[src/sv/chc_pkg.sv]
// Shared constants, tables and helpers for the compass heading converter.
// No dependencies; used by every module of the block.
`timescale 1ns / 1ps
`default_nettype none

package chc_pkg;

    // default build parameters
    localparam int CORDIC_STEPS_DEF = 16;
    localparam int ANGLE_FRAC_DEF   = 16;

    // field widths
    localparam int RAW_W   = 16;
    localparam int FIELD_W = 24;
    localparam int GAIN_W  = 3;
    localparam int DECL_W  = 19;
    localparam int RAD_W   = 19;
    localparam int DEG_W   = 15;
    localparam int HEAD_W  = RAD_W + 1;   // signed heading before declination and wrap
    localparam int IN_W    = 48;
    localparam int OUT_W   = 112;

    // CORDIC datapath
    localparam int ATAN_LEN  = 24;
    localparam int PRESHIFT  = 24;
    localparam int CW        = 43;         // x/y width after preshift, with gain headroom
    localparam int OUT_FRAC  = 16;         // heading output is Q.16

    // pipeline bookkeeping
    localparam int LANE_CORE = 5;          // registers inside one scaling lane
    localparam int MERGE_PRE = 4;          // merge registers ahead of the output register

    // configuration register indexes
    localparam logic CFG_GAIN_SELECT = 1'b0;
    localparam logic CFG_DECLINATION = 1'b1;

    localparam logic [GAIN_W-1:0] GAIN_MAX = 3'd6;

    // angle constants
    localparam logic [63:0] PI_Q30      = 64'd3373259426;
    localparam logic [63:0] HALF_PI_Q30 = 64'd1686629713;
    localparam logic [RAD_W-1:0] PI_Q16     = RAD_W'((PI_Q30 + 64'd8192) >> 14);
    localparam logic [RAD_W-1:0] TWO_PI_Q16 = RAD_W'((64'd2 * PI_Q30 + 64'd8192) >> 14);

    // atan(2^-i) in Q.30, truncated
    localparam logic [31:0] ATAN_Q30 [ATAN_LEN] = '{
        32'h3243F6A8, 32'h1DAC6705, 32'h0FADBAFC, 32'h07F56EA6, 32'h03FEAB76,
        32'h01FFD55B, 32'h00FFFAAA, 32'h007FFF55, 32'h003FFFEA, 32'h001FFFFD,
        32'h000FFFFF, 32'h0007FFFF, 32'h0003FFFF, 32'h0001FFFF, 32'h0000FFFF,
        32'h00007FFF, 32'h00003FFF, 32'h00001FFF, 32'h00000FFF, 32'h000007FF,
        32'h000003FF, 32'h000001FF, 32'h000000FF, 32'h0000007F
    };

    // field scaling: round(|raw| * 25600 / lsb) = floor((|raw| * 51200 + lsb) / (2 * lsb))
    localparam int LSB_W  = 11;
    localparam int DIV_W  = LSB_W + 1;
    localparam int RCP_W  = 24;
    localparam int RCP_SH = 32;
    localparam logic [15:0] UT_SCALE2 = 16'd51200;

    localparam logic [LSB_W-1:0] LSB_XY [7] = '{
        11'd1090, 11'd820, 11'd660, 11'd440, 11'd390, 11'd330, 11'd230
    };
    localparam logic [LSB_W-1:0] LSB_Z [7] = '{
        11'd980, 11'd760, 11'd600, 11'd400, 11'd255, 11'd295, 11'd205
    };
    // floor(2^32 / (2 * lsb))
    localparam logic [RCP_W-1:0] RCP_XY [7] = '{
        RCP_W'((64'd1 << RCP_SH) / 64'd2180), RCP_W'((64'd1 << RCP_SH) / 64'd1640),
        RCP_W'((64'd1 << RCP_SH) / 64'd1320), RCP_W'((64'd1 << RCP_SH) / 64'd880),
        RCP_W'((64'd1 << RCP_SH) / 64'd780),  RCP_W'((64'd1 << RCP_SH) / 64'd660),
        RCP_W'((64'd1 << RCP_SH) / 64'd460)
    };
    localparam logic [RCP_W-1:0] RCP_Z [7] = '{
        RCP_W'((64'd1 << RCP_SH) / 64'd1960), RCP_W'((64'd1 << RCP_SH) / 64'd1520),
        RCP_W'((64'd1 << RCP_SH) / 64'd1200), RCP_W'((64'd1 << RCP_SH) / 64'd800),
        RCP_W'((64'd1 << RCP_SH) / 64'd510),  RCP_W'((64'd1 << RCP_SH) / 64'd590),
        RCP_W'((64'd1 << RCP_SH) / 64'd410)
    };

    // degrees: round(h * 11520 * 16384 / PI_Q30), ties up
    localparam int T_W = 48;
    localparam int DEG_SH = 32;
    localparam logic [27:0] DEG_NUM  = 28'd188743680;
    localparam logic [31:0] DEG_HALF = 32'd1686629713;
    localparam logic [31:0] DEG_DEN  = 32'd3373259426;
    localparam logic [27:0] DEG_RCP  = 28'((64'd188743680 << DEG_SH) / 64'd3373259426);

    // Q.30 constant rounded to f fraction bits
    function automatic logic [63:0] q30_round(logic [63:0] c, int f);
        int s;
        s = 30 - f;
        return (c + (64'd1 << (s - 1))) >> s;
    endfunction

    // gain code seven behaves as six
    function automatic logic [GAIN_W-1:0] gain_sat(logic [GAIN_W-1:0] g);
        return (g > GAIN_MAX) ? GAIN_MAX : g;
    endfunction

endpackage

`default_nettype wire

[src/sv/chc_merge.sv]
// Merge stage: declination and wrap, heading to 1/64 degree, and the output
// register that packs the three lane fields with the heading. Uses chc_pkg.
`timescale 1ns / 1ps
`default_nettype none

module chc_merge (
    input  wire                                  i_clk,
    input  wire                                  i_en,
    input  wire signed [chc_pkg::HEAD_W-1:0]     i_heading,
    input  wire signed [chc_pkg::DECL_W-1:0]     i_declination,
    input  wire signed [chc_pkg::FIELD_W-1:0]    i_field_x,
    input  wire signed [chc_pkg::FIELD_W-1:0]    i_field_y,
    input  wire signed [chc_pkg::FIELD_W-1:0]    i_field_z,
    output logic       [chc_pkg::OUT_W-1:0]      o_tdata
);

    localparam int SW  = chc_pkg::HEAD_W + 1;
    localparam int QW  = chc_pkg::T_W - chc_pkg::DEG_SH;
    localparam logic signed [SW-1:0] TWO_PI_S = SW'(chc_pkg::TWO_PI_Q16);
    localparam logic [chc_pkg::T_W-1:0] Q_RND  = chc_pkg::T_W'(1) << (chc_pkg::DEG_SH - 1);

    // add positive declination, wrap into 0..2pi
    logic signed [SW-1:0] d_pos, h_sum, n_h;

    always_comb begin
        d_pos = (!i_declination[chc_pkg::DECL_W-1] && (i_declination != '0))
              ? {{(SW-chc_pkg::DECL_W){1'b0}}, i_declination} : '0;
        h_sum = {i_heading[chc_pkg::HEAD_W-1], i_heading} + d_pos;
        priority if (h_sum[SW-1]) begin
            n_h = h_sum + TWO_PI_S;
        end else if (h_sum > TWO_PI_S) begin
            n_h = h_sum - TWO_PI_S;
        end else begin
            n_h = h_sum;
        end
    end

    logic [chc_pkg::RAD_W-1:0] r_h0, r_h1, r_h2, r_h3;
    logic [chc_pkg::T_W-1:0]   r_t1, r_t2, r_t3;
    logic [chc_pkg::T_W-1:0]   r_p1, r_qd3;
    logic [QW-1:0]             r_q2, r_q3;
    logic [chc_pkg::T_W-1:0]   q_sum, rem;
    logic [QW-1:0]             deg;
    logic [chc_pkg::OUT_W-1:0] r_tdata;

    always_comb begin
        q_sum = r_p1 + Q_RND;
        rem   = r_t3 - r_qd3;
        // reciprocal estimate is at most one low
        deg   = (rem >= chc_pkg::T_W'(chc_pkg::DEG_DEN)) ? r_q3 + QW'(1) : r_q3;
    end

    always_ff @(posedge i_clk) begin
        if (i_en) begin
            r_h0  <= n_h[chc_pkg::RAD_W-1:0];

            r_t1  <= chc_pkg::T_W'(r_h0) * chc_pkg::T_W'(chc_pkg::DEG_NUM)
                   + chc_pkg::T_W'(chc_pkg::DEG_HALF);
            r_p1  <= chc_pkg::T_W'(r_h0) * chc_pkg::T_W'(chc_pkg::DEG_RCP);
            r_h1  <= r_h0;

            r_q2  <= q_sum[chc_pkg::T_W-1:chc_pkg::DEG_SH];
            r_t2  <= r_t1;
            r_h2  <= r_h1;

            r_qd3 <= chc_pkg::T_W'(r_q2) * chc_pkg::T_W'(chc_pkg::DEG_DEN);
            r_q3  <= r_q2;
            r_t3  <= r_t2;
            r_h3  <= r_h2;

            r_tdata <= chc_pkg::OUT_W'({deg[chc_pkg::DEG_W-1:0], r_h3,
                                        i_field_z, i_field_y, i_field_x});
        end
    end

    assign o_tdata = r_tdata;

endmodule

`default_nettype wire

[config.mk]
export PLATFORM = sky130hd
export DESIGN_NAME = chc_merge
export DESIGN_NICKNAME = d
export VERILOG_FILES = /design/src/sv/chc_pkg.sv /design/src/sv/chc_merge.sv
export SDC_FILE = /design/constraint.sdc
export NUM_CORES = 2
export LEC_CHECK = 0
export BUFFER_PORTS_ARGS = -buffer_cell sky130_fd_sc_hd__buf_4
export CAP_MARGIN = 20
export CORE_MARGIN = 2
export CORE_UTILIZATION = 65
export CTS_BUF_LIST = sky130_fd_sc_hd__clkbuf_8 sky130_fd_sc_hd__clkbuf_16
export DETAILED_ROUTE_END_ITERATION = 7
export HOLD_SLACK_MARGIN = 0.06
export PLACE_DENSITY = 0.85
export SLEW_MARGIN = 25
export SYNTH_ARGS = -nofsm -noshare
export SYNTH_HDL_FRONTEND = slang
export SYNTH_SLANG_ARGS = --single-unit
[constraint.sdc]
create_clock -name i_clk -period 20.4 [get_ports i_clk]
set_clock_uncertainty 0.1 [all_clocks]
set_input_delay 1.02 -clock i_clk [delete_from_list [all_inputs] [get_ports i_clk]]
set_output_delay 1.02 -clock i_clk [all_outputs]
set_load 0.02 [all_outputs]
==> out/metrics.csv <==
metric,value,unit
status,finished clean,
ys_warn_count,0,
worstPathArrival,8.17,ns
pre_cts_ws,12.59,ns
drc,0,
drive_above_1_share,9.72,%
ioPinCount,225,
cts_resized,0,
cp_max_fo,10,
cts_max_level,2,
final_util,72.7,%
endpoint_kind,flop,
hpwl,70100,µm
synth_flop_cell,edfxtp_1,
worstPathCellList,"inv_1, ha_1, inv_1, ha_1, fa_1, fa_1, fa_1, inv_1, fa_1, inv_1, ha_1, a21oi_1, o21ai_0, a221oi_1, o2bb2ai_1, o311ai_1, a41oi_1, a21o_1, a21o_1, a2111oi_0, nor3_1, xnor2_1",
rrSetupSlack,12.42,ns
clock.fmax,0.125,GHz
min_period_over_period,39.1,%
cp_top_family,adder cells,
dpl_cell_area,36200,µm²
ys_ff_latch,347,
grt_max_degree,167,
gp_congestion,1.09,
clockBufferDepth,3,
grt_overflow_total,0,
drt_wl_total,85000,µm
synthToLayoutAreaGrowth,10.4,%
fin_ws,12.42,ns
hold_buffers,0,
rsz0062_at_grt,no,
initial_core_util,65.9,%
setup_viol,0,
grt_pass1_vias,24933,
hold_start,r_h2[1]$_DFFE_PP_,
coreArea,51400,µm²
cts_tree,yes,
grt_pass1_wl,134000,µm
netlist_instances,3061,
crit_path_start,r_h0[17]$_DFFE_PP_,
crit_required,20.59,ns
min_path_type,flop to flop,
critical_path_buf_inv_count,4,
dieArea,53900,µm²
die_h,232,µm
fill_cells,3559,
cts.sinks,347,
synthDistinctLibCells,90,
max_stage_delay,0.72,ns
post_drt_wl_per_cell,21.4,µm
synth_edf_count,347,
diodes,0,
cts_buffers,38,
cts.clk_slew.worst_paths,0.06,ns
slew_headroom,35.5,%
post_cts_buffers,0,
viasPerCell,5.88,
fin_area,37400,µm²
nets,4231,
finalSetupTns,0,ns
antenna_found_initial,0,
post-route-min-period,7.98,ns
ant_nets,0,
synth_area,33900,µm²
vias,23393,
firstDrtPassIters,5,
first_iter_violations,1607,
critPathKind,flop to flop,
slowest_stage,o311ai_1,
worst_pin_slew,0.967,ns
drv_slew,0,
r2r_start,r_h0[17]$_DFFE_PP_,
cts_root_buffer,clkbuf_16,
clk_latency,0.57,ns
ys_seq_area_share,30.8,%
startpoint_type,flop,
numPortBuffers,218,
maxCapViolCount,0,
ys_async_sr_fraction,0,%
track_usage,32.5,%
die_x,232,µm
postSynthAreaPerCell,11.1,µm²
hold_viol,0,
core.rowCount,83,
[state kept, by name, indices dropped and copies added (netlist names)]
name     flops
r_t3        25
r_p1        16
r_h2        19
r_h3        19
o_tdata    106
r_qd3       43
r_q3        15
r_h1        19
r_h0        19
r_t1        25
r_q2        16
r_t2        25
[final timing paths]
path,endpoint,cells after the start
max,r_p1[46]$_DFFE_PP_,22
min,r_h3[1]$_DFFE_PP_,0
max reg2reg,r_p1[46]$_DFFE_PP_,22
min reg2reg,r_h3[1]$_DFFE_PP_,0
[worst reg2reg max path: stages, from the launching register on]
cell,delay [ns]
edfxtp_1,0.64
inv_1,0.24
ha_1,0.38
inv_1,0.10
ha_1,0.34
fa_1,0.52
fa_1,0.55
fa_1,0.55
inv_1,0.06
fa_1,0.53
inv_1,0.04
ha_1,0.30
a21oi_1,0.33
o21ai_0,0.19
a221oi_1,0.36
o2bb2ai_1,0.19
o311ai_1,0.72
a41oi_1,0.31
a21o_1,0.27
a21o_1,0.22
a2111oi_0,0.48
nor3_1,0.15
xnor2_1,0.15
[layer usage]
layer | GRT usage (%) | wire (µm) | share of wire (%) | vias up
li1 | - | - | - | 10789
met1 | 38.8 | 32500 | 38 | 11560
met2 | 58.7 | 43900 | 52 | 831
met3 | 4.04 | 4440 | 5.2 | 213
met4 | 14.7 | 4210 | 5.0 | 0
met5 | 0 | 0 | 0 | -
[logic make-up after synthesis]
kind of cell,Yosys count,share of synthesized area (%)
AO/OA/AOI/OAI,462,9.34
XOR/XNOR,164,4.24
adder cells (fa/ha/maj),838,39.2
buffers and inverters,722,8.16
flip-flops,347,30.8
multiplexers,8,0.255
other,1,0.0111
AND/OR/NAND/NOR,519,8.07
[area by class of cell]
cell class	instances	area, µm²	share of cell area, %
multi-input cells	1998	20700	55.4
clock inverters	22	196	0.526
well taps	680	851	2.28
clock buffers	39	976	2.61
inverters	674	2530	6.77
flip-flops and latches	347	10400	27.9
repair buffers	221	1700	4.55
[layout by cell type (no fill, tap or decap), types with 6 or more instances in the layout]
cell and instances:
a211oi_1 16, a311oi_1 7, xnor2_1 115, and2_1 24, o31ai_1 11, clkbuf_16 39
ha_1 469, o21ai_0 71, or2_2 10, a21oi_1 123, nand2_1 112, o21bai_1 13
o211ai_1 18, nor2_1 109, or3_1 9, nand2b_1 21, fa_1 369, nand3_1 46
a211o_1 6, a31oi_1 24, edfxtp_1 347, a21o_1 62, o21a_1 18, o2111ai_1 7
buf_4 218, nor3_1 42, and4_1 12, o31a_1 7, xor2_1 49, inv_1 678
nand4_1 37, conb_1 7, nor2b_1 22, nor4_1 15, and3_1 21, o221ai_1 6
[per-stage QoR]
stage | hold slack (ns) | std cells
final | 0.316 | 3981
after global placement | 0.300 | 3919
after detailed placement | 0.305 | 3919
after floorplan | 0.300 | 3067
after global routing | 0.317 | 3981
after CTS | 0.316 | 3980
[cell usage after synthesis, types with 6 or more instances]
cell type	n	area, µm²
inv_1	674	2530
ha_1	469	5870
fa_1	369	7390
edfxtp_1	347	10400
a21oi_1	123	616
xnor2_1	115	1010
nand2_1	112	420
nor2_1	109	409
o21ai_0	71	355
a21o_1	62	465
xor2_1	49	429
nand3_1	46	230
nor3_1	42	210
nand4_1	37	231
clkbuf_1	28	105
a31oi_1	24	150
and2_1	24	150
nor2b_1	22	138
and3_1	21	131
nand2b_1	21	131
o211ai_1	18	135
o21a_1	18	135
a211oi_1	16	120
nor4_1	15	93.8
o21bai_1	13	97.6
and4_1	12	105
buf_2	11	55.1
o31ai_1	11	82.6
or2_2	10	62.6
or3_1	9	56.3
a311oi_1	7	61.3
o2111ai_1	7	61.3
o31a_1	7	61.3
a211o_1	6	52.6
buf_4	6	45.0
o221ai_1	6	52.6
Power is not shown: default switching activity piles up to over one toggle a cycle in this logic, so the estimate is an artifact.
