**config.mk**
```make
export PLATFORM = sky130hd
export DESIGN_NAME = chc_cordic
export DESIGN_NICKNAME = d
export VERILOG_FILES = /design/src/sv/chc_pkg.sv /design/src/sv/chc_cordic.sv
export SDC_FILE = /design/constraint.sdc
export NUM_CORES = 2
export LEC_CHECK = 0
export BUFFER_PORTS_ARGS = -buffer_cell sky130_fd_sc_hd__buf_4
export CAP_MARGIN = 10
export CORE_MARGIN = 4
export CORE_UTILIZATION = 50
export CTS_CLUSTER_DIAMETER = 150
export DETAILED_ROUTE_END_ITERATION = 8
export GPL_TIMING_DRIVEN = 0
export HOLD_SLACK_MARGIN = 0.12
export PLACE_DENSITY = 0.67
export SETUP_SLACK_MARGIN = 0.3
export SLEW_MARGIN = 10
export SYNTH_ARGS = -nofsm -noshare
export SYNTH_HDL_FRONTEND = slang
export SYNTH_SLANG_ARGS = --single-unit
```
**constraint.sdc**
```tcl
create_clock -name i_clk -period 10.78 [get_ports i_clk]
set_input_delay 1.078 -clock i_clk [delete_from_list [all_inputs] [get_ports i_clk]]
set_output_delay 1.078 -clock i_clk [all_outputs]
set_load 0.005 [all_outputs]
```
**src/sv/chc_pkg.sv**
```systemverilog
// Shared constants, tables and helpers for the compass heading converter.
// No dependencies; used by every module of the block.
`timescale 1ns / 1ps
`default_nettype none

package chc_pkg;

    // default build parameters
    localparam int CORDIC_STEPS_DEF = 16;
    localparam int ANGLE_FRAC_DEF   = 16;

    // field widths
    localparam int RAW_W   = 16;
    localparam int FIELD_W = 24;
    localparam int GAIN_W  = 3;
    localparam int DECL_W  = 19;
    localparam int RAD_W   = 19;
    localparam int DEG_W   = 15;
    localparam int HEAD_W  = RAD_W + 1;   // signed heading before declination and wrap
    localparam int IN_W    = 48;
    localparam int OUT_W   = 112;

    // CORDIC datapath
    localparam int ATAN_LEN  = 24;
    localparam int PRESHIFT  = 24;
    localparam int CW        = 43;         // x/y width after preshift, with gain headroom
    localparam int OUT_FRAC  = 16;         // heading output is Q.16

    // pipeline bookkeeping
    localparam int LANE_CORE = 5;          // registers inside one scaling lane
    localparam int MERGE_PRE = 4;          // merge registers ahead of the output register

    // configuration register indexes
    localparam logic CFG_GAIN_SELECT = 1'b0;
    localparam logic CFG_DECLINATION = 1'b1;

    localparam logic [GAIN_W-1:0] GAIN_MAX = 3'd6;

    // angle constants
    localparam logic [63:0] PI_Q30      = 64'd3373259426;
    localparam logic [63:0] HALF_PI_Q30 = 64'd1686629713;
    localparam logic [RAD_W-1:0] PI_Q16     = RAD_W'((PI_Q30 + 64'd8192) >> 14);
    localparam logic [RAD_W-1:0] TWO_PI_Q16 = RAD_W'((64'd2 * PI_Q30 + 64'd8192) >> 14);

    // atan(2^-i) in Q.30, truncated
    localparam logic [31:0] ATAN_Q30 [ATAN_LEN] = '{
        32'h3243F6A8, 32'h1DAC6705, 32'h0FADBAFC, 32'h07F56EA6, 32'h03FEAB76,
        32'h01FFD55B, 32'h00FFFAAA, 32'h007FFF55, 32'h003FFFEA, 32'h001FFFFD,
        32'h000FFFFF, 32'h0007FFFF, 32'h0003FFFF, 32'h0001FFFF, 32'h0000FFFF,
        32'h00007FFF, 32'h00003FFF, 32'h00001FFF, 32'h00000FFF, 32'h000007FF,
        32'h000003FF, 32'h000001FF, 32'h000000FF, 32'h0000007F
    };

    // field scaling: round(|raw| * 25600 / lsb) = floor((|raw| * 51200 + lsb) / (2 * lsb))
    localparam int LSB_W  = 11;
    localparam int DIV_W  = LSB_W + 1;
    localparam int RCP_W  = 24;
    localparam int RCP_SH = 32;
    localparam logic [15:0] UT_SCALE2 = 16'd51200;

    localparam logic [LSB_W-1:0] LSB_XY [7] = '{
        11'd1090, 11'd820, 11'd660, 11'd440, 11'd390, 11'd330, 11'd230
    };
    localparam logic [LSB_W-1:0] LSB_Z [7] = '{
        11'd980, 11'd760, 11'd600, 11'd400, 11'd255, 11'd295, 11'd205
    };
    // floor(2^32 / (2 * lsb))
    localparam logic [RCP_W-1:0] RCP_XY [7] = '{
        RCP_W'((64'd1 << RCP_SH) / 64'd2180), RCP_W'((64'd1 << RCP_SH) / 64'd1640),
        RCP_W'((64'd1 << RCP_SH) / 64'd1320), RCP_W'((64'd1 << RCP_SH) / 64'd880),
        RCP_W'((64'd1 << RCP_SH) / 64'd780),  RCP_W'((64'd1 << RCP_SH) / 64'd660),
        RCP_W'((64'd1 << RCP_SH) / 64'd460)
    };
    localparam logic [RCP_W-1:0] RCP_Z [7] = '{
        RCP_W'((64'd1 << RCP_SH) / 64'd1960), RCP_W'((64'd1 << RCP_SH) / 64'd1520),
        RCP_W'((64'd1 << RCP_SH) / 64'd1200), RCP_W'((64'd1 << RCP_SH) / 64'd800),
        RCP_W'((64'd1 << RCP_SH) / 64'd510),  RCP_W'((64'd1 << RCP_SH) / 64'd590),
        RCP_W'((64'd1 << RCP_SH) / 64'd410)
    };

    // degrees: round(h * 11520 * 16384 / PI_Q30), ties up
    localparam int T_W = 48;
    localparam int DEG_SH = 32;
    localparam logic [27:0] DEG_NUM  = 28'd188743680;
    localparam logic [31:0] DEG_HALF = 32'd1686629713;
    localparam logic [31:0] DEG_DEN  = 32'd3373259426;
    localparam logic [27:0] DEG_RCP  = 28'((64'd188743680 << DEG_SH) / 64'd3373259426);

    // Q.30 constant rounded to f fraction bits
    function automatic logic [63:0] q30_round(logic [63:0] c, int f);
        int s;
        s = 30 - f;
        return (c + (64'd1 << (s - 1))) >> s;
    endfunction

    // gain code seven behaves as six
    function automatic logic [GAIN_W-1:0] gain_sat(logic [GAIN_W-1:0] g);
        return (g > GAIN_MAX) ? GAIN_MAX : g;
    endfunction

endpackage

`default_nettype wire

```
**src/sv/chc_cordic.sv**
```systemverilog
// Pipelined vectoring CORDIC: atan2(y, x) of raw counts, one stage per step,
// result in signed Q.16 radians. Uses chc_pkg.
`timescale 1ns / 1ps
`default_nettype none

module chc_cordic #(
    parameter int STEPS = chc_pkg::CORDIC_STEPS_DEF,
    parameter int FRAC  = chc_pkg::ANGLE_FRAC_DEF
) (
    input  wire                                 i_clk,
    input  wire                                 i_en,
    input  wire signed [chc_pkg::RAW_W-1:0]     i_x,
    input  wire signed [chc_pkg::RAW_W-1:0]     i_y,
    output logic signed [chc_pkg::HEAD_W-1:0]   o_heading
);

    localparam int ZW  = FRAC + 4;
    localparam int XW  = chc_pkg::RAW_W + 1;
    localparam int EXW = ZW + chc_pkg::OUT_FRAC + 1;
    localparam logic signed [ZW-1:0] HALF_PI =
        ZW'(chc_pkg::q30_round(chc_pkg::HALF_PI_Q30, FRAC));

    // pre-rotation into the right half plane
    logic signed [XW-1:0]  x_e, y_e, px, py;
    logic signed [ZW-1:0]  n_z0;
    logic signed [chc_pkg::CW-1:0] x_w, y_w;

    always_comb begin
        x_e = {i_x[chc_pkg::RAW_W-1], i_x};
        y_e = {i_y[chc_pkg::RAW_W-1], i_y};
        px  = x_e;
        py  = y_e;
        n_z0 = '0;
        if (i_x[chc_pkg::RAW_W-1]) begin
            if (!i_y[chc_pkg::RAW_W-1] && (i_y != '0)) begin
                px   = y_e;
                py   = -x_e;
                n_z0 = HALF_PI;
            end else begin
                px   = -y_e;
                py   = x_e;
                n_z0 = -HALF_PI;
            end
        end
        x_w = {{(chc_pkg::CW-XW){px[XW-1]}}, px};
        y_w = {{(chc_pkg::CW-XW){py[XW-1]}}, py};
    end

    logic signed [chc_pkg::CW-1:0] r_x [STEPS+1];
    logic signed [chc_pkg::CW-1:0] r_y [STEPS+1];
    logic signed [ZW-1:0]          r_z [STEPS+1];
    logic [STEPS:0]                r_yz;   // y was zero: angle is exact
    logic [STEPS:0]                r_xn;   // x was negative

    always_ff @(posedge i_clk) begin
        if (i_en) begin
            r_x[0]  <= x_w <<< chc_pkg::PRESHIFT;
            r_y[0]  <= y_w <<< chc_pkg::PRESHIFT;
            r_z[0]  <= n_z0;
            r_yz[0] <= (i_y == '0);
            r_xn[0] <= i_x[chc_pkg::RAW_W-1];
            for (int i = 0; i < STEPS; i++) begin
                if (!r_y[i][chc_pkg::CW-1]) begin
                    r_x[i+1] <= r_x[i] + (r_y[i] >>> i);
                    r_y[i+1] <= r_y[i] - (r_x[i] >>> i);
                    r_z[i+1] <= r_z[i] + ZW'(chc_pkg::q30_round(64'(chc_pkg::ATAN_Q30[i]), FRAC));
                end else begin
                    r_x[i+1] <= r_x[i] - (r_y[i] >>> i);
                    r_y[i+1] <= r_y[i] + (r_x[i] >>> i);
                    r_z[i+1] <= r_z[i] - ZW'(chc_pkg::q30_round(64'(chc_pkg::ATAN_Q30[i]), FRAC));
                end
            end
            r_yz[STEPS:1] <= r_yz[STEPS-1:0];
            r_xn[STEPS:1] <= r_xn[STEPS-1:0];
        end
    end

    // convert the accumulated angle to Q.16
    logic signed [EXW-1:0] z_ext, z_q16;
    assign z_ext = {{(chc_pkg::OUT_FRAC+1){r_z[STEPS][ZW-1]}}, r_z[STEPS]};

    generate
        if (FRAC > chc_pkg::OUT_FRAC) begin : g_round
            localparam int SH = FRAC - chc_pkg::OUT_FRAC;
            localparam logic signed [EXW-1:0] RND = EXW'(1) <<< (SH - 1);
            assign z_q16 = (z_ext + RND) >>> SH;
        end else begin : g_widen
            assign z_q16 = z_ext <<< (chc_pkg::OUT_FRAC - FRAC);
        end
    endgenerate

    logic signed [chc_pkg::HEAD_W-1:0] n_heading;
    logic signed [chc_pkg::HEAD_W-1:0] r_heading;

    always_comb begin
        if (r_yz[STEPS]) begin
            n_heading = r_xn[STEPS] ? chc_pkg::HEAD_W'(chc_pkg::PI_Q16) : '0;
        end else begin
            n_heading = z_q16[chc_pkg::HEAD_W-1:0];
        end
    end

    always_ff @(posedge i_clk) begin
        if (i_en) begin
            r_heading <= n_heading;
        end
    end

    assign o_heading = r_heading;

endmodule

`default_nettype wire

```
==> flow_metrics.py <==
metrics = {
    "timing": {
        "timing.final.crit_share_pct": 84.01,
        "setup_ws_ps": 1724,
        "setup_repair_after_global_routing_missed_its_margin": "no",
        "max_slew.worst_pin.slew_ps": 1292,
        "finalClockSkew_ps": 50.91,
        "fin_hold_ws_ps": 411.4,
        "timing.max_slew.rel_slack_pct": 13.88,
        "setup-tns-final_ps": 0,
        "timing.final.setup_violations": 0,
        "clock.fmax_ghz": 0.1104,
        "final_hold_violation_count": 0,
        "time_the_final_worst_path_needs_with_i_o_delays_and_setup_ps": 9056,
        "slew_viol_final": 0,
    },
    "logic_synthesis": {
        "synth.distinct_cells": 100,
        "ys_warn_count": 0,
        "synthSimpleGateAreaFrac_pct": 13.47,
        "yosys.area.top_type": "edfxtp_1",
        "synth_enable_flop_cells": 1347,
        "synth_compound_gate_area_share_pct": 19.72,
        "yosys_register_bits": 1347,
        "synth_top_family_by_area": "compound AO/OA/AOI/OAI gates",
        "synth.area.mux_share_pct": 0.5411,
        "syn-cell-area_sq_um": 114000,
        "synth_largest_type_area_fraction_pct": 35.48,
        "top_post_synthesis_cells_by_area": "edfxtp_1 35%, ha_1 14%, xnor2_1 8.4%",
        "post_synth_fa_ha_maj_area_fraction_pct": 14.63,
        "synth_seq_area_share_pct": 35.48,
        "yosys.area_share.xor_xnor_pct": 13.50,
        "fraction_of_registers_with_async_set_or_reset_after_synthesis_pct": 0,
        "synthCells": 11990,
        "postSynthAreaPerCell_sq_um": 9.511,
        "synth_ff_type": "edfxtp_1",
        "syn-num-nets": 13330,
    },
    "final_layout": {
        "layout_cell_share_with_drive_strength_beyond_1_pct": 3.905,
        "final_common_cell": "edfxtp_1",
        "layout-area-overhead-vs-synth_pct": 8.839,
        "layout.core_utilization_pct": 54.64,
        "nets": 13560,
        "most-common-layout-cells": "1347 x edfxtp_1, 1275 x ha_1, 1139 x a21oi_1",
    },
    "cts": {
        "holdBufCountCts": 0,
        "gates_resized_cts_repair": 0,
        "clock_input_transition_at_the_sequential_cells_of_the_worst_setup_and_hold_paths_ps": 60,
        "clock_sink_count": 1347,
        "tritoncts": "yes",
        "numCtsBuffers": 157,
        "insertion_delay_ps": 840,
        "clk_path_buf_depth": 3,
        "cts.htree.levels": 4,
        "cts_post_setup_buffers_inserted": 0,
        "clock-root-buffer": "clkbuf_16",
    },
    "floorplan": {
        "placeableCoreArea_sq_um": 227100,
        "io_pins": 54,
        "rows": 175,
        "chipHeight_um": 485.5,
        "floorplan.die.width_um": 485.5,
        "die_area_sq_um": 235700,
        "start_util_pct": 50.20,
    },
    "route": {
        "drtIter0Drc": 7193,
        "routed_via_density": 6.016,
        "drc_errors": 0,
        "remaining_number_of_nets_flagged_by_the_antenna_check_after_routing": 0,
        "avgRoutedWirePerCell_um": 21.96,
        "totalWireLength_um": 337400,
        "detailroute.via_count": 92440,
        "firstDrtPassIters": 6,
    },
    "min_path": {
        "hold-path-cell-count": 0,
        "min_path_type": "flip-flop to flip-flop",
    },
    "critical_path": {
        "timing.critical_path.arrival_ps": 9620,
        "critPathBufInv": 8,
        "worst_setup_path_start_kind": "input pin",
        "worstRegToRegCells": 18,
        "critical_path_cell_count": 23,
        "crit_path_end_kind": "flip-flop",
        "critical_path_peak_fanout": 37,
        "crit_slowest_cell": "clkbuf_2",
        "largest_delay_contributor_family_on_the_critical_path": "buffers and inverters",
        "criticalPathCategory": "input pin to flip-flop",
        "cp_cell_sequence": "buf_4 -> buf_2 -> buf_2 -> clkbuf_2 -> clkbuf_2 -> buf_16 -> nand2_1 -> inv_1 -> clkbuf_1 -> a21oi_1 -> xor2_1 -> ha_1 -> and3_1 -> and3_1 -> a211oi_1 -> a21oi_1 -> o211ai_1 -> a31oi_1 -> a211oi_1 -> o31ai_1 -> a211o_1 -> a221oi_1 -> xnor2_1",
        "required_ps": 11340,
        "slowest_delay_ps": 690,
    },
    "global_route": {
        "grt_remaining_overflow": 0,
        "globalRouteTotalUtil_pct": 27.79,
        "global_route_wire_length_before_repair_um": 518500,
        "grt_busiest_layer": "met2",
        "grt.met3_usage_pct": 3.435,
        "grtUsageMet2_pct": 46.99,
        "antenna_found_initial": 16,
        "grt_start_max_net_pins": 69,
        "grt_util_met1_pct": 36.14,
        "first_global_vias": 89620,
    },
    "run_status": {
        "outcome": "finished, final reports clean",
    },
    "placement": {
        "place_ws_ps": 831.6,
        "dpl.hpwl_um": 274800,
        "numPortBuffers": 52,
        "place_congestion": 0.9676,
    },
    "job": {
        "max_cap_violations": 0,
    },
}
==> worst register-to-register path: cells and delay by family, from the launching register on <==
family	cells	cell delay, ps
AO/OA/AOI/OAI	9	2740
XOR/XNOR	2	340
buffers and inverters	3	1820
adder cells (fa/ha/maj)	1	370
AND/OR/NAND/NOR	3	1150
flip-flops	1	460
==> registers in the layout, indices dropped and copies added (netlist names) <==
| register | count |
|---|---|
| r_x | 492 |
| r_y | 502 |
| r_xn | 17 |
| o_heading | 20 |
| r_yz | 17 |
| r_z | 299 |
==> path summary, 6_finish.rpt <==
check	from	end	slack, ps
worst max-delay path	i_en	r_y[13][41]	1720
worst min-delay path	r_xn[12]	r_xn[13]	410
worst max register to register	r_y[7][42]	r_x[8][42]	3620
worst min register to register	r_xn[12]	r_xn[13]	410
==> synth_stat cells, types with 158 or more instances <==
library cell  count
ha_1           1275
nand2b_1        192
xnor2_1        1091
nand2_1         766
nand3_1         180
o21ai_0         712
xor2_1          666
o31ai_1         185
nor3_1          280
clkbuf_1        238
a21oi_1        1139
inv_1           526
a21o_1          509
nor2_1          893
nor2b_1         158
edfxtp_1       1347
==> per-layer routing <==
layer  share of wire, %  vias to the layer above
met5              0.020                        -
met4                4.4                        4
met3                5.0                      613
met2                 47                     2642
met1                 43                    44410
li1                   -                    44780
==> kinds of logic after synthesis <==
family / count (synthesis)
xor+xnor: 1757
other cells: 1
compound gates: 3563
buf+inv: 798
flops: 1347
simple gates: 3149
mux: 59
fa+ha+maj: 1311
==> stage by stage <==
step	std cells	cell area, sq um
4_1_cts	15350	124000
5_1_grt	15360	124100
3_5_place_dp	15070	118700
3_3_place_gp	15050	118100
6_report	15370	124100
2_1_floorplan	11990	114000
==> layout make-up <==
cell class | count | area (sq um)
antenna | 12 | 30.03
buffer | 266 | 1080
clock buffer | 181 | 4061
inverter | 532 | 1997
tap | 3009 | 3765
timing repair buffer | 73 | 898.4
multi-input combinational | 9840 | 70530
fill | 20070 | 103000
sequential | 1347 | 40450
clock inverter | 105 | 1260
Power is left out: the tool's default activity adds up to more than one toggle a clock period on the data nets, which glitch-free logic cannot reach.
