**src/sv/chc_pkg.sv**
```systemverilog
// Shared constants, tables and helpers for the compass heading converter.
// No dependencies; used by every module of the block.
`timescale 1ns / 1ps
`default_nettype none

package chc_pkg;

    // default build parameters
    localparam int CORDIC_STEPS_DEF = 16;
    localparam int ANGLE_FRAC_DEF   = 16;

    // field widths
    localparam int RAW_W   = 16;
    localparam int FIELD_W = 24;
    localparam int GAIN_W  = 3;
    localparam int DECL_W  = 19;
    localparam int RAD_W   = 19;
    localparam int DEG_W   = 15;
    localparam int HEAD_W  = RAD_W + 1;   // signed heading before declination and wrap
    localparam int IN_W    = 48;
    localparam int OUT_W   = 112;

    // CORDIC datapath
    localparam int ATAN_LEN  = 24;
    localparam int PRESHIFT  = 24;
    localparam int CW        = 43;         // x/y width after preshift, with gain headroom
    localparam int OUT_FRAC  = 16;         // heading output is Q.16

    // pipeline bookkeeping
    localparam int LANE_CORE = 5;          // registers inside one scaling lane
    localparam int MERGE_PRE = 4;          // merge registers ahead of the output register

    // configuration register indexes
    localparam logic CFG_GAIN_SELECT = 1'b0;
    localparam logic CFG_DECLINATION = 1'b1;

    localparam logic [GAIN_W-1:0] GAIN_MAX = 3'd6;

    // angle constants
    localparam logic [63:0] PI_Q30      = 64'd3373259426;
    localparam logic [63:0] HALF_PI_Q30 = 64'd1686629713;
    localparam logic [RAD_W-1:0] PI_Q16     = RAD_W'((PI_Q30 + 64'd8192) >> 14);
    localparam logic [RAD_W-1:0] TWO_PI_Q16 = RAD_W'((64'd2 * PI_Q30 + 64'd8192) >> 14);

    // atan(2^-i) in Q.30, truncated
    localparam logic [31:0] ATAN_Q30 [ATAN_LEN] = '{
        32'h3243F6A8, 32'h1DAC6705, 32'h0FADBAFC, 32'h07F56EA6, 32'h03FEAB76,
        32'h01FFD55B, 32'h00FFFAAA, 32'h007FFF55, 32'h003FFFEA, 32'h001FFFFD,
        32'h000FFFFF, 32'h0007FFFF, 32'h0003FFFF, 32'h0001FFFF, 32'h0000FFFF,
        32'h00007FFF, 32'h00003FFF, 32'h00001FFF, 32'h00000FFF, 32'h000007FF,
        32'h000003FF, 32'h000001FF, 32'h000000FF, 32'h0000007F
    };

    // field scaling: round(|raw| * 25600 / lsb) = floor((|raw| * 51200 + lsb) / (2 * lsb))
    localparam int LSB_W  = 11;
    localparam int DIV_W  = LSB_W + 1;
    localparam int RCP_W  = 24;
    localparam int RCP_SH = 32;
    localparam logic [15:0] UT_SCALE2 = 16'd51200;

    localparam logic [LSB_W-1:0] LSB_XY [7] = '{
        11'd1090, 11'd820, 11'd660, 11'd440, 11'd390, 11'd330, 11'd230
    };
    localparam logic [LSB_W-1:0] LSB_Z [7] = '{
        11'd980, 11'd760, 11'd600, 11'd400, 11'd255, 11'd295, 11'd205
    };
    // floor(2^32 / (2 * lsb))
    localparam logic [RCP_W-1:0] RCP_XY [7] = '{
        RCP_W'((64'd1 << RCP_SH) / 64'd2180), RCP_W'((64'd1 << RCP_SH) / 64'd1640),
        RCP_W'((64'd1 << RCP_SH) / 64'd1320), RCP_W'((64'd1 << RCP_SH) / 64'd880),
        RCP_W'((64'd1 << RCP_SH) / 64'd780),  RCP_W'((64'd1 << RCP_SH) / 64'd660),
        RCP_W'((64'd1 << RCP_SH) / 64'd460)
    };
    localparam logic [RCP_W-1:0] RCP_Z [7] = '{
        RCP_W'((64'd1 << RCP_SH) / 64'd1960), RCP_W'((64'd1 << RCP_SH) / 64'd1520),
        RCP_W'((64'd1 << RCP_SH) / 64'd1200), RCP_W'((64'd1 << RCP_SH) / 64'd800),
        RCP_W'((64'd1 << RCP_SH) / 64'd510),  RCP_W'((64'd1 << RCP_SH) / 64'd590),
        RCP_W'((64'd1 << RCP_SH) / 64'd410)
    };

    // degrees: round(h * 11520 * 16384 / PI_Q30), ties up
    localparam int T_W = 48;
    localparam int DEG_SH = 32;
    localparam logic [27:0] DEG_NUM  = 28'd188743680;
    localparam logic [31:0] DEG_HALF = 32'd1686629713;
    localparam logic [31:0] DEG_DEN  = 32'd3373259426;
    localparam logic [27:0] DEG_RCP  = 28'((64'd188743680 << DEG_SH) / 64'd3373259426);

    // Q.30 constant rounded to f fraction bits
    function automatic logic [63:0] q30_round(logic [63:0] c, int f);
        int s;
        s = 30 - f;
        return (c + (64'd1 << (s - 1))) >> s;
    endfunction

    // gain code seven behaves as six
    function automatic logic [GAIN_W-1:0] gain_sat(logic [GAIN_W-1:0] g);
        return (g > GAIN_MAX) ? GAIN_MAX : g;
    endfunction

endpackage

`default_nettype wire

```
**src/sv/chc_scale_lane.sv**
```systemverilog
// One field scaling lane: signed count to 1/256 uT by reciprocal multiply
// and one remainder correction, padded to the heading path latency. Uses chc_pkg.
`timescale 1ns / 1ps
`default_nettype none

module chc_scale_lane #(
    parameter int DEPTH  = chc_pkg::CORDIC_STEPS_DEF + 2 + chc_pkg::MERGE_PRE,
    parameter bit Z_AXIS = 1'b0
) (
    input  wire                                  i_clk,
    input  wire                                  i_en,
    input  wire signed [chc_pkg::RAW_W-1:0]      i_raw,
    input  wire        [chc_pkg::GAIN_W-1:0]     i_gain,
    output logic signed [chc_pkg::FIELD_W-1:0]   o_field
);

    localparam int NUM_W  = 31;
    localparam int PROD_W = NUM_W + chc_pkg::RCP_W;
    localparam int Q_W    = PROD_W - chc_pkg::RCP_SH;
    localparam int QD_W   = Q_W + chc_pkg::DIV_W;
    localparam int PAD    = DEPTH - chc_pkg::LANE_CORE;

    logic [chc_pkg::GAIN_W-1:0] gain;
    logic [chc_pkg::LSB_W-1:0]  lsb;
    logic [chc_pkg::RCP_W-1:0]  rcp;
    logic [chc_pkg::RAW_W:0]    mag;
    logic [NUM_W-1:0]           n_num;

    always_comb begin
        gain  = chc_pkg::gain_sat(i_gain);
        lsb   = Z_AXIS ? chc_pkg::LSB_Z[gain] : chc_pkg::LSB_XY[gain];
        rcp   = Z_AXIS ? chc_pkg::RCP_Z[gain] : chc_pkg::RCP_XY[gain];
        mag   = i_raw[chc_pkg::RAW_W-1] ? ((chc_pkg::RAW_W+1)'(0) - {i_raw[chc_pkg::RAW_W-1], i_raw})
                                        : {1'b0, i_raw};
        n_num = NUM_W'(mag) * NUM_W'(chc_pkg::UT_SCALE2) + NUM_W'(lsb);
    end

    logic [NUM_W-1:0]          r_num0, r_num1, r_num2, r_num3;
    logic [chc_pkg::DIV_W-1:0] r_div0, r_div1, r_div2, r_div3;
    logic                      r_neg0, r_neg1, r_neg2, r_neg3;
    logic [chc_pkg::RCP_W-1:0] r_rcp0;
    logic [PROD_W-1:0]         r_prod;
    logic [Q_W-1:0]            r_q2, r_q3;
    logic [QD_W-1:0]           r_qd;
    logic signed [chc_pkg::FIELD_W-1:0] r_field;

    logic [NUM_W-1:0] rem;
    logic [Q_W-1:0]   q_fix;

    always_comb begin
        rem   = r_num3 - r_qd[NUM_W-1:0];
        // estimate is at most one low
        q_fix = (rem >= NUM_W'(r_div3)) ? r_q3 + Q_W'(1) : r_q3;
    end

    always_ff @(posedge i_clk) begin
        if (i_en) begin
            r_num0  <= n_num;
            r_div0  <= {lsb, 1'b0};
            r_neg0  <= i_raw[chc_pkg::RAW_W-1];
            r_rcp0  <= rcp;

            r_prod  <= PROD_W'(r_num0) * PROD_W'(r_rcp0);
            r_num1  <= r_num0;
            r_div1  <= r_div0;
            r_neg1  <= r_neg0;

            r_q2    <= r_prod[PROD_W-1:chc_pkg::RCP_SH];
            r_num2  <= r_num1;
            r_div2  <= r_div1;
            r_neg2  <= r_neg1;

            r_qd    <= QD_W'(r_q2) * QD_W'(r_div2);
            r_q3    <= r_q2;
            r_num3  <= r_num2;
            r_div3  <= r_div2;
            r_neg3  <= r_neg2;

            r_field <= r_neg3 ? (chc_pkg::FIELD_W'(0) - chc_pkg::FIELD_W'(q_fix))
                              : chc_pkg::FIELD_W'(q_fix);
        end
    end

    generate
        if (PAD > 0) begin : g_pad
            logic signed [chc_pkg::FIELD_W-1:0] r_pad [PAD];
            always_ff @(posedge i_clk) begin
                if (i_en) begin
                    r_pad[0] <= r_field;
                    for (int k = 1; k < PAD; k++) begin
                        r_pad[k] <= r_pad[k-1];
                    end
                end
            end
            assign o_field = r_pad[PAD-1];
        end else begin : g_nopad
            assign o_field = r_field;
        end
    endgenerate

endmodule

`default_nettype wire

```
**config.mk**
```make
export PLATFORM = sky130hd
export DESIGN_NAME = chc_scale_lane
export DESIGN_NICKNAME = d
export VERILOG_FILES = /design/src/sv/chc_pkg.sv /design/src/sv/chc_scale_lane.sv
export SDC_FILE = /design/constraint.sdc
export NUM_CORES = 2
export LEC_CHECK = 0
export ABC_AREA = 1
export BUFFER_PORTS_ARGS = -buffer_cell sky130_fd_sc_hd__buf_2
export CAP_MARGIN = 10
export CORE_ASPECT_RATIO = 1.25
export CORE_MARGIN = 10
export CORE_UTILIZATION = 70
export DETAILED_ROUTE_END_ITERATION = 10
export PLACE_DENSITY = 0.95
export SLEW_MARGIN = 20
export SYNTH_ARGS = -nofsm -noshare
export SYNTH_HDL_FRONTEND = slang
export SYNTH_SLANG_ARGS = --single-unit
```
**constraint.sdc**
```tcl
create_clock -name i_clk -period 10.85 [get_ports i_clk]
set_input_delay 1.6275 -clock i_clk [delete_from_list [all_inputs] [get_ports i_clk]]
set_output_delay 1.6275 -clock i_clk [all_outputs]
set_load 0.005 [all_outputs]
```
==> impl_metrics.ini, run 1 <==
[status]
outcome = stopped before the end
outcome.stop_stage = 5_1_grt
error = [ERROR GRT-0116] Global routing finished with congestion. Check the congestion regions in the DRC Viewer.

[synth]
synth-xor-area-share = 0.0209
postSynthCellCount = 5627
largest_area_contributor_in_the_synthesized_netlist = sky130_fd_sc_hd__edfxtp_1
synth_seq_area_share = 0.358
yosys_warnings = 0
asyncSetResetFlopFracSynth = 0
synth_fa_ha_area_frac = 0.355
syn_area_um2 = 56200
synth_top_flop_cell = sky130_fd_sc_hd__edfxtp_1
post_synth_and_or_nand_nor_area_fraction = 0.122
synth-edff-count = 671
avg_inst_size_synth_um2 = 9.99
netlist.area_leader.share = 0.358
synth.area.mux_share = 0
netlist_top_cells_area = sky130_fd_sc_hd__edfxtp_1 (36%), sky130_fd_sc_hd__fa_1 (28%), sky130_fd_sc_hd__inv_1 (11%)
yosys.cell_types.count = 55
synth.ff_latch_count = 671
synth_compound_gate_area_share = 0.0240
synth_top_family_by_area = adder cells
syn-num-nets = 6771

[clock_network]
cts_num_sinks = 671
ctsLongestPathBuffers = 3
cts.repair.resized = 0
cts.repair_timing.setup_buffer_count = 0
post_cts_hold_buffer_count = 0
root_buffer = sky130_fd_sc_hd__clkbuf_16
cts_buffers = 66
cts-htree-levels = 3

[grt]
grt_util_all_layers = 0.487
wire_length_of_the_first_global_routing_pass_mm = 323
pin_count_of_the_biggest_net_entering_global_routing = 194
first_global_vias = 48900
grt_overflow = 148

[place]
post-place-ws_ns = 3.45
finalWeightedCongestion = 1.01
dpl.hpwl_mm = 117
buffer_ports.inserted = 44

[floorplan]
io_pins = 45
core.rowCount = 116
die_height_um = 337
effective_utilization_at_floorplan = 0.704
fp.dieW_um = 274
cell usage after synthesis, types with 2 or more instances:
master and n:
sky130_fd_sc_hd__nor4_1 8, sky130_fd_sc_hd__ha_1 336, sky130_fd_sc_hd__o21bai_1 14, sky130_fd_sc_hd__nand3_1 65, sky130_fd_sc_hd__buf_1 9, sky130_fd_sc_hd__nand2_1 1299
sky130_fd_sc_hd__buf_6 4, sky130_fd_sc_hd__xnor2_1 35, sky130_fd_sc_hd__o31ai_1 3, sky130_fd_sc_hd__nand3b_1 11, sky130_fd_sc_hd__o221ai_1 2, sky130_fd_sc_hd__nor2_2 21
sky130_fd_sc_hd__o21ai_2 3, sky130_fd_sc_hd__o21a_1 11, sky130_fd_sc_hd__a21o_1 2, sky130_fd_sc_hd__and2_1 4, sky130_fd_sc_hd__nor2_8 2, sky130_fd_sc_hd__edfxtp_1 671
sky130_fd_sc_hd__clkbuf_1 156, sky130_fd_sc_hd__a21oi_1 125, sky130_fd_sc_hd__a31oi_1 13, sky130_fd_sc_hd__inv_1 1601, sky130_fd_sc_hd__a21boi_0 3, sky130_fd_sc_hd__o211ai_1 4
sky130_fd_sc_hd__inv_2 8, sky130_fd_sc_hd__clkinv_1 2, sky130_fd_sc_hd__buf_2 2, sky130_fd_sc_hd__nor2_1 152, sky130_fd_sc_hd__nor3_1 34, sky130_fd_sc_hd__xor2_1 99
sky130_fd_sc_hd__o21ai_0 47, sky130_fd_sc_hd__and3_1 2, sky130_fd_sc_hd__nand4_1 47, sky130_fd_sc_hd__fa_1 787, sky130_fd_sc_hd__nand2_2 20, sky130_fd_sc_hd__nand3_2 5
sky130_fd_sc_hd__nor2_4 2
cell families after synthesis:
logic type,after synthesis
other,1
xor gates and xnor gates,134
adders and majority gates,1123
AOI/OAI and AO/OA,236
and+or+nand+nor,1679
buffers and inverters,1783
DFF,671
per-layer routing:
metal | GRT overflow | track usage
met5 | 3 | 0.175
met4 | 46 | 0.401
met3 | 18 | 0.336
met2 | 77 | 0.659
met1 | 4 | 0.497
per-stage QoR:
step           hold WS, ns  cell area [µm²]  cells
2_1_floorplan        0.400            56200   5627
3_3_place_gp         0.400            57500   6606
3_5_place_dp         0.405            57500   6606
4_1_cts              0.382            59700   6725
==> inputs of run 2 (changes only) <==
--- a/config.mk
+++ b/config.mk
@@ -8,11 +8,10 @@
 export ABC_AREA = 1
 export BUFFER_PORTS_ARGS = -buffer_cell sky130_fd_sc_hd__buf_2
 export CAP_MARGIN = 10
-export CORE_ASPECT_RATIO = 1.25
 export CORE_MARGIN = 10
-export CORE_UTILIZATION = 70
+export CORE_UTILIZATION = 40
 export DETAILED_ROUTE_END_ITERATION = 10
-export PLACE_DENSITY = 0.95
+export PLACE_DENSITY_LB_ADDON = 0.15
 export SLEW_MARGIN = 20
 export SYNTH_ARGS = -nofsm -noshare
 export SYNTH_HDL_FRONTEND = slang
==> run 2 against run 1 <==
The flow now finishes without violations; synthesized cell count unchanged; synthesized area unchanged.
==> impl_metrics.ini, run 2 <==
[drt]
vias = 35600
remaining_drc_errors = 0
route.antenna.remaining_nets = 0
routed_via_density = 4.70
drt_wl_total_mm = 134
first_iter_violations = 2558
dr.pass1.iters = 9
avgRoutedWirePerCell_um = 17.7

[synth]
syn-num-nets = 6771
synth_seq_area_share = 0.358
synth.ff_latch_count = 671
netlist_top_cells_area = sky130_fd_sc_hd__edfxtp_1 (36%), sky130_fd_sc_hd__fa_1 (28%), sky130_fd_sc_hd__inv_1 (11%)
most_instantiated_library_cell_after_synthesis = sky130_fd_sc_hd__inv_1
yosys_warnings = 0
yosys.cell_types.count = 55
postSynthCellCount = 5627
netlist.area_leader.share = 0.358
synth_top_flop_cell = sky130_fd_sc_hd__edfxtp_1
syn_area_um2 = 56200
synth.cells.most_frequent = sky130_fd_sc_hd__inv_1 (1601), sky130_fd_sc_hd__nand2_1 (1299), sky130_fd_sc_hd__fa_1 (787)
asyncSetResetFlopFracSynth = 0
avg_inst_size_synth_um2 = 9.99
synth-edff-count = 671
largest_area_contributor_in_the_synthesized_netlist = sky130_fd_sc_hd__edfxtp_1

[sta]
grt_setup_unrepaired = false
max_freq_ghz = 0.132
final_hold_viol_count = 0
total_negative_setup_slacks_ns = 0
finalHoldWorstSlack_ns = 0.396
fin_skew_ns = 0.0472
slew_headroom = 0.235
finalSetupViolations = 0
period_share = 0.700
finalMaxSlewViolations = 0
tightest_slew_ns = 1.15
layout_min_cycle_time_ns = 7.60

[setup_path]
critPathMaxStageDelay_ns = 1.02
critical_path.startpoint_type = flip-flop
endpoint_kind = flip-flop
cpMaxStageDelayCell = sky130_fd_sc_hd__edfxtp_1
cp_max_fo = 21
timing.critical_path.required_ns = 11.25
start_of_the_worst_register_to_register_path = r_num0[20]
setup.worst_path.start = r_num0[20]
critPathTopFamily = adder cells
critPathMostFrequentCell = sky130_fd_sc_hd__fa_1
crit_buf_inv = 6
critPathArrivalTime_ns = 8.00
critical_path_class = flip-flop to flip-flop

[place]
buffer_ports.inserted = 44
finalWeightedCongestion = 0.867
placed_area_um2 = 58600
dpl.hpwl_mm = 102

[floorplan]
io_pins = 45
core.rowCount = 137
die_area_um2 = 156000
die_height_um = 395
core_um2 = 140000
fp.dieW_um = 395
effective_utilization_at_floorplan = 0.403

[clock_network]
cts-htree-levels = 3
post_cts_hold_buffer_count = 0
cts.repair_timing.setup_buffer_count = 0
ctsLongestPathBuffers = 3
root_buffer = sky130_fd_sc_hd__clkbuf_16
clk-insertion-delay-late_ns = 0.69
cts_buffers = 75
cts_num_sinks = 671
cts_tree = built
cts.repair.resized = 0
clk_pin_slew_worst_paths_ns = 0.06

[grt]
wire_length_of_the_first_global_routing_pass_mm = 215
grt_antenna_before_repair = 0
grt_util_all_layers = 0.176
use_met2 = 0.277
global_route.usage.met3 = 0.0245
grt_overflow = 0
first_global_vias = 37000
grt_most_used_layer = met2
pin_count_of_the_biggest_net_entering_global_routing = 161
grt_use_met1 = 0.257

[finish]
design.final.nets = 6777
largest_register_ff_count = 408
most-common-layout-cells = sky130_fd_sc_hd__inv_1 (1601), sky130_fd_sc_hd__nand2_1 (1299), sky130_fd_sc_hd__fa_1 (787)
final_core_util = 0.437
regMostFlops = g_pad.r_pad
layout_cells_sized_above_1 = 0.0479
area.growth.synth_to_final_pct = 8.43
layout_commonest_cell = sky130_fd_sc_hd__inv_1
final_area_um2 = 61000

[hold_path]
min-delay-path-class = flip-flop to flip-flop
hp-start = r_num2[18]

[run]
max-cap-violations = 0

[status]
outcome = finished clean
==> run 2: cell counts after synthesis <==
Identical to the previous run, type by type.
==> run 2: logic make-up (layout without fill, tap and decap cells) <==
| logic type | count (synthesis) | after routing | share of synthesized area |
|---|---|---|---|
| xor gates and xnor gates | 134 | 134 | 0.0209 |
| and+or+nand+nor | 1679 | 1679 | 0.122 |
| DFF | 671 | 671 | 0.358 |
| other | 1 | 2 | 0.0000667 |
| adders and majority gates | 1123 | 1123 | 0.355 |
| AOI/OAI and AO/OA | 236 | 236 | 0.0240 |
| buffers and inverters | 1783 | 1840 | 0.120 |
==> run 2: routing by layer <==
layer,routed length (µm),vias to the layer above
met5,0,-
met4,2620,0
met3,6830,129
met2,60400,810
met1,63900,17800
li1,-,16800
==> run 2: area by class of cell <==
type,count,area [µm²]
clock inverters,36,395
inverters,1611,6050
well taps,1876,2350
clock buffers,92,1940
diodes,1,2.50
multi-input cells,3173,29400
flip-flops and latches,671,20100
fillers,13600,78600
repair buffers,101,738
==> run 2: path summary, 6_finish.rpt <==
kind / endpoint / slack, ns / cells after the start
worst min register to register: r_num3[18] / 0.40 / 0
worst max register to register: r_prod[52] / 3.25 / 26
worst max-delay path: r_prod[52] / 3.25 / 26
worst min-delay path: r_num3[18] / 0.40 / 0
==> run 2: per-stage QoR <==
stage          instances  setup WS [ns]
3_3_place_gp        7428           3.46
5_1_grt             7560           2.92
4_1_cts             7557           3.36
3_5_place_dp        7429           3.40
6_report            7561           3.25
2_1_floorplan       5627           4.40
Power of run 2 is left out: the tool's default activity adds up to more than one toggle a clock period on the data nets, which glitch-free logic cannot reach.
